## src/assert_macros.svh

```systemverilog
// Assertion macros used by the RTL top level.
// No dependencies; ASSERT_OFF removes every check.
`ifndef ASSERT_MACROS_SVH
`define ASSERT_MACROS_SVH
`ifndef ASSERT_OFF
// Combinational check on every clock edge outside reset
`define ASSERT_ALWAYS(lbl, clk, rstn, expr) \
    lbl: assert property (@(posedge clk) disable iff (!rstn) (expr)) \
        else $error("assertion failed");
// Same-cycle implication
`define ASSERT_IMPLIES(lbl, clk, rstn, ante, cons) \
    lbl: assert property (@(posedge clk) disable iff (!rstn) (ante) |-> (cons)) \
        else $error("assertion failed");
// Next-cycle implication
`define ASSERT_NEXT(lbl, clk, rstn, ante, cons) \
    lbl: assert property (@(posedge clk) disable iff (!rstn) (ante) |=> (cons)) \
        else $error("assertion failed");
`else
`define ASSERT_ALWAYS(lbl, clk, rstn, expr)
`define ASSERT_IMPLIES(lbl, clk, rstn, ante, cons)
`define ASSERT_NEXT(lbl, clk, rstn, ante, cons)
`endif
`endif

```

## src/savm_pkg.sv

```systemverilog
// Types, codes and helpers of the stack accumulator VM core.
// No dependencies; used by savm_muldiv and the top level.
package savm_pkg;

    localparam int DATA_WORDS_DEF = 4096;
    localparam int CODE_WORDS_DEF = 65536;
    localparam int WORD_W         = 64;

    // Opcodes
    localparam logic [5:0] OP_LLA  = 6'd0;
    localparam logic [5:0] OP_IMM  = 6'd1;
    localparam logic [5:0] OP_JMP  = 6'd2;
    localparam logic [5:0] OP_JSR  = 6'd3;
    localparam logic [5:0] OP_BZ   = 6'd4;
    localparam logic [5:0] OP_BNZ  = 6'd5;
    localparam logic [5:0] OP_ENT  = 6'd6;
    localparam logic [5:0] OP_ADJ  = 6'd7;
    localparam logic [5:0] OP_LEV  = 6'd8;
    localparam logic [5:0] OP_LI   = 6'd9;
    localparam logic [5:0] OP_LC   = 6'd10;
    localparam logic [5:0] OP_SI   = 6'd11;
    localparam logic [5:0] OP_SC   = 6'd12;
    localparam logic [5:0] OP_PSH  = 6'd13;
    localparam logic [5:0] OP_OR   = 6'd14;
    localparam logic [5:0] OP_XOR  = 6'd15;
    localparam logic [5:0] OP_AND  = 6'd16;
    localparam logic [5:0] OP_EQ   = 6'd17;
    localparam logic [5:0] OP_NE   = 6'd18;
    localparam logic [5:0] OP_LT   = 6'd19;
    localparam logic [5:0] OP_GT   = 6'd20;
    localparam logic [5:0] OP_LE   = 6'd21;
    localparam logic [5:0] OP_GE   = 6'd22;
    localparam logic [5:0] OP_SHL  = 6'd23;
    localparam logic [5:0] OP_SHR  = 6'd24;
    localparam logic [5:0] OP_ADD  = 6'd25;
    localparam logic [5:0] OP_SUB  = 6'd26;
    localparam logic [5:0] OP_MUL  = 6'd27;
    localparam logic [5:0] OP_DIV  = 6'd28;
    localparam logic [5:0] OP_MOD  = 6'd29;
    localparam logic [5:0] OP_SYS0 = 6'd30;
    localparam logic [5:0] OP_SYS7 = 6'd37;
    localparam logic [5:0] OP_EXIT = 6'd38;

    // Item operations
    localparam logic OPER_EXEC    = 1'b0;
    localparam logic OPER_PRELOAD = 1'b1;

    // Status codes
    localparam logic [2:0] ST_OK       = 3'd0;
    localparam logic [2:0] ST_EXITED   = 3'd1;
    localparam logic [2:0] ST_SYSCALL  = 3'd2;
    localparam logic [2:0] ST_BAD_OP   = 3'd3;
    localparam logic [2:0] ST_DIV_ZERO = 3'd4;
    localparam logic [2:0] ST_BAD_ADDR = 3'd5;
    localparam logic [2:0] ST_HALTED   = 3'd6;

    // Configuration register indexes
    localparam logic CFG_ENTRY_PC  = 1'b0;
    localparam logic CFG_STACK_TOP = 1'b1;

    typedef struct packed {
        logic              operation;
        logic [5:0]        opcode;
        logic signed [63:0] operand;
        logic [11:0]       mem_address;
    } cmd_t;

    typedef struct packed {
        logic [2:0]        status;
        logic [15:0]       next_pc;
        logic signed [63:0] acc;
        logic [15:0]       stack_ptr;
        logic signed [63:0] exit_code;
    } rsp_t;

    typedef enum logic [1:0] {
        MD_MUL = 2'd0,
        MD_DIV = 2'd1,
        MD_MOD = 2'd2
    } md_op_t;

    typedef struct packed {
        logic   start;
        md_op_t op;
    } md_req_t;

    typedef struct packed {
        logic        done;
        logic [63:0] result;
    } md_rsp_t;

    function automatic logic [63:0] sext8(input logic [7:0] v);
        return {{56{v[7]}}, v};
    endfunction

endpackage

```

## src/savm_muldiv.sv

```systemverilog
// Shared iterative multiply / divide / modulo unit, one bit per cycle.
// Depends on savm_pkg.
module savm_muldiv (
    input  logic              clk,
    input  logic              rst_n,
    input  savm_pkg::md_req_t req,
    input  logic [63:0]       opa,   // left operand (popped word)
    input  logic [63:0]       opb,   // right operand (accumulator)
    output savm_pkg::md_rsp_t rsp
);
    import savm_pkg::*;

    localparam int CntW = $clog2(WORD_W);

    logic            busy_reg;
    logic            done_reg;
    logic [CntW-1:0] cnt_reg;
    md_op_t          op_reg;
    logic [63:0]     p_reg, x_reg, y_reg;
    logic [63:0]     rem_reg, q_reg, d_reg;
    logic            qneg_reg, rneg_reg;
    logic [64:0]     rs;
    logic [64:0]     diff;

    // Restoring divide step
    always_comb
    begin
        rs   = {rem_reg, q_reg[63]};
        diff = rs - {1'b0, d_reg};
    end

    always_ff @(posedge clk or negedge rst_n)
    begin
        if (!rst_n)
        begin
            busy_reg <= 1'b0;
            done_reg <= 1'b0;
            cnt_reg  <= '0;
        end
        else
        begin
            done_reg <= busy_reg && (cnt_reg == CntW'(WORD_W - 1));
            if (req.start)
            begin
                busy_reg <= 1'b1;
                cnt_reg  <= '0;
            end
            else if (busy_reg)
            begin
                cnt_reg <= cnt_reg + 1'b1;
                if (cnt_reg == CntW'(WORD_W - 1))
                    busy_reg <= 1'b0;
            end
        end
    end

    // Datapath, no reset needed
    always_ff @(posedge clk)
    begin
        if (req.start)
        begin
            op_reg   <= req.op;
            p_reg    <= '0;
            x_reg    <= opa;
            y_reg    <= opb;
            rem_reg  <= '0;
            q_reg    <= opa[63] ? (64'd0 - opa) : opa;
            d_reg    <= opb[63] ? (64'd0 - opb) : opb;
            qneg_reg <= opa[63] ^ opb[63];
            rneg_reg <= opa[63];
        end
        else if (busy_reg)
        begin
            if (op_reg == MD_MUL)
            begin
                if (y_reg[0])
                    p_reg <= p_reg + x_reg;
                x_reg <= {x_reg[62:0], 1'b0};
                y_reg <= {1'b0, y_reg[63:1]};
            end
            else if (!diff[64])
            begin
                rem_reg <= diff[63:0];
                q_reg   <= {q_reg[62:0], 1'b1};
            end
            else
            begin
                rem_reg <= rs[63:0];
                q_reg   <= {q_reg[62:0], 1'b0};
            end
        end
    end

    // Sign correction on the way out
    always_comb
    begin
        rsp.done = done_reg;
        case (op_reg)
            MD_MUL:  rsp.result = p_reg;
            MD_DIV:  rsp.result = qneg_reg ? (64'd0 - q_reg) : q_reg;
            default: rsp.result = rneg_reg ? (64'd0 - rem_reg) : rem_reg;
        endcase
    end

endmodule
```

## config.mk

```make
export PLATFORM = sky130hd
export DESIGN_NAME = savm_muldiv
export DESIGN_NICKNAME = d
export VERILOG_FILES = /design/src/assert_macros.svh /design/src/savm_pkg.sv /design/src/savm_muldiv.sv
export SDC_FILE = /design/constraint.sdc
export NUM_CORES = 1
export LEC_CHECK = 0
export BUFFER_PORTS_ARGS = -buffer_cell sky130_fd_sc_hd__buf_2
export CAP_MARGIN = 5
export CORE_MARGIN = 2
export CORE_UTILIZATION = 37
export CTS_CLUSTER_SIZE = 16
export DETAILED_ROUTE_END_ITERATION = 10
export PLACE_DENSITY = 0.61
export SKIP_LAST_GASP = 1
export SYNTH_ARGS = -nofsm -noshare
export SYNTH_HDL_FRONTEND = slang
export SYNTH_SLANG_ARGS = --single-unit
```

## constraint.sdc

```tcl
create_clock -name clk -period 5.1 [get_ports clk]
set_input_delay 0.255 -clock clk [delete_from_list [all_inputs] [get_ports clk]]
set_output_delay 0.255 -clock clk [all_outputs]
set_load 0.05 [all_outputs]
```

==> impl_metrics.env <==
export IMPL_status="finished, final reports clean"
export IMPL_fmax_mhz=196
export IMPL_cts_sinks=396
export IMPL_drt_initial_drc_count=2111
export IMPL_cp_max_fo=5
export IMPL_cts_tree="yes"
export IMPL_grt_use_total_pct=21.0
export IMPL_hold_viol=0
export IMPL_crit_type="reg2out"
export IMPL_synthFlopType="edfxtp_1"
export IMPL_slowest_delay_ns=0.53
export IMPL_crit_chain="or3_4, or4_4, or4b_4, or3_4, or4_4, or3_4, nand2b_4, o41ai_4, xnor2_1, mux2i_1, o21ai_1, buf_6"
export IMPL_end_kind="output port"
export IMPL_grt_pass1_wl_um=137000
export IMPL_antenna_found_initial=3
export IMPL_drt_wl_total_um=88100
export IMPL_clk_root_buffer_cell="clkbuf_16"
export IMPL_grt_ovfl_total=0
export IMPL_vias_per_cell=5.52
export IMPL_fp_dieW_um=285
export IMPL_antenna_cells=0
export IMPL_dp_hpwl_um=65700
export IMPL_die_area_um2=81000
export IMPL_antenna_left=0
export IMPL_worstHoldPathType="in2reg"
export IMPL_skew_ns=0.0421
export IMPL_drt_first_pass_iters=6
export IMPL_worstMarginPinSlew_ns=0.959
export IMPL_ys_seq_area_share_pct=36.3
export IMPL_portBuffers=197
export IMPL_ys_warn_count=0
export IMPL_die_y_um=285
export IMPL_avgRoutedWirePerCell_um=19.3
export IMPL_arrival_ns=4.83
export IMPL_row_count=102
export IMPL_syn_avg_cell_area_um2=8.79
export IMPL_syn_nets=3584
export IMPL_fin_setup_tns_ns=0
export IMPL_maxSlewHeadroom_pct=35.4
export IMPL_synth_edf_count=260
export IMPL_p_per_area_nw_per_um2=360
export IMPL_crit_required_ns=4.85
export IMPL_post_route_util_pct=43.5
export IMPL_nFillCells=7631
export IMPL_numCtsBuffers=48
export IMPL_async_reset_ff_share_pct=2.02
export IMPL_timing_max_cap_violations=0
export IMPL_synth_cell_types=75
export IMPL_leakagePower_nw=13.5
export IMPL_area_delta_synth_final_pct=16.0
export IMPL_yosys_register_bits=396
export IMPL_setup_viol=0
export IMPL_vdd_drop_max_mv=0.432
export IMPL_clk_latency_ns=0.63
export IMPL_cpMostUsedCell="or3_4"
export IMPL_nets=3761
export IMPL_grt_max_degree=144
export IMPL_drc=0
export IMPL_ios=198
export IMPL_mostFrequentLayoutCell="nand2_1"
export IMPL_grt_pass1_vias=24100
export IMPL_h_tree_depth=2
export IMPL_post_route_period_util_pct=99.8
export IMPL_rsz0062_at_grt="true"
export IMPL_start_util_pct=37.5
export IMPL_clock_path_buffers=3
export IMPL_synth_area_um2=29100
export IMPL_clk_pin_slew_worst_paths_ns=0.06
export IMPL_syn_inst=3317
export IMPL_slowest_stage="or4b_4"
export IMPL_drive_above_1_share_pct=14.4
export IMPL_vias=25200
export IMPL_slew_violations=0
export IMPL_start_kind="flip-flop"
export IMPL_timing_final_crit_period_ns=5.09
export IMPL_place_gp_congestion=0.916
export IMPL_coreArea_um2=77700
export IMPL_layout_common_cells="386 x nand2_1, 324 x a21oi_1, 260 x edfxtp_1"
[final timing paths]
kind                           start          end  slack [ns]  cells past startpoint
max                        q_reg[11]      rsp[57]        0.01                     12
max reg2reg                q_reg[63]  rem_reg[62]        0.65                     16
max in group asynchronous      rst_n   cnt_reg[3]        4.19                      3
min reg2reg                p_reg[48]    p_reg[48]        0.48                      2
min in group asynchronous      rst_n   cnt_reg[4]        0.62                      3
min                          opa[44]    x_reg[44]        0.01                      2
[report_power, final]
part	switching [mW]	leakage, nW	internal [mW]
Clock	1.50	0.863	2.30
Sequential	0.312	3.73	3.80
Combinational	2.75	8.94	1.48
[layer usage]
metal / wire, um / vias to the layer above / part of all wire, % / track usage, %
li1: - / 12500 / - / -
met4: 2100 / 0 / 2.4 / 5.64
met3: 4940 / 116 / 5.6 / 3.14
met1: 38500 / 12000 / 44 / 27.7
met5: 0 / - / 0 / 0
met2: 42500 / 620 / 48 / 35.7
[metrics by stage]
step	area (um^2)	hold WS, ns	std cells	setup WS [ns]	total power, mW
final	33800	0.0122	4574	0.0100	12.2
after global placement	31100	0.108	4405	0.155	8.25
after CTS	33700	0.000500	4572	0.0385	12.2
after global routing	33800	0.0128	4574	-0.109	12.8
after detailed placement	31100	0.111	4405	0.181	8.25
after floorplan	29100	-0.0406	3317	0.0494	7.06
[critical path: cells and delay by family, from the launching register on]
kind                      cells  cell delay [ns]
AOI/OAI and AO/OA             2             0.51
and+or+nand+nor               7             2.88
xor gates and xnor gates      1             0.15
muxes                         1             0.09
buffers and inverters         1             0.18
DFF                           1             0.40
[area by class of cell]
type / instances / area, um^2 / area share (%)
Tap cell: 1040 / 1300 / 3.85
Clock inverter: 34 / 440 / 1.30
Timing Repair Buffer: 320 / 2200 / 6.51
Multi-Input combinational cell: 2613 / 17500 / 51.9
Inverter: 115 / 432 / 1.28
Clock buffer: 56 / 1310 / 3.87
Sequential cell: 396 / 10600 / 31.3
[synthesized netlist by cell type (19+ instances only)]
cell type    n  area (um^2)
nand2_1    386         1450
a21oi_1    324         1620
o21ai_0    265         1330
edfxtp_1   260         7810
nor2_1     213          800
xnor2_1    187         1640
xor2_1     174         1520
clkbuf_1   170          638
ha_1       132         1650
dfxtp_1    128         2560
mux2_2     128         1440
inv_1      115          432
a21o_1      91          683
o31ai_1     76          571
mux2i_1     70          701
nand3_1     56          280
or3_1       43          269
nand4_1     39          244
o41ai_1     39          342
or4_1       39          293
nor3_1      34          170
nand2b_1    26          163
o21bai_1    26          195
a211oi_1    25          188
nor2b_1     22          138
and3_1      21          131
buf_1       20         75.1
a31oi_1     19          119
[kinds of logic (layout without fill, tap and decap cells)]
group           Yosys count  after routing  share of synthesized area [%]
fa+ha+maj               134            134                           5.81
buf+inv                 308            525                           3.99
mux                     198            198                           7.35
simple gates            944            944                           15.2
xor+xnor                361            361                           10.9
compound gates          976            976                           20.5
flops                   396            396                           36.3
[what timing repair did]
action / in CTS / in global routing
buffers inserted: 6 / 2
endpoints found under the hold margin: 95 / 0
pin swaps: 8 / 2
gates resized for setup: 25 / 11
hold buffers: 71 / 0
endpoints found under the setup margin: 10 / 16
Power figures use the tool's default switching activity.
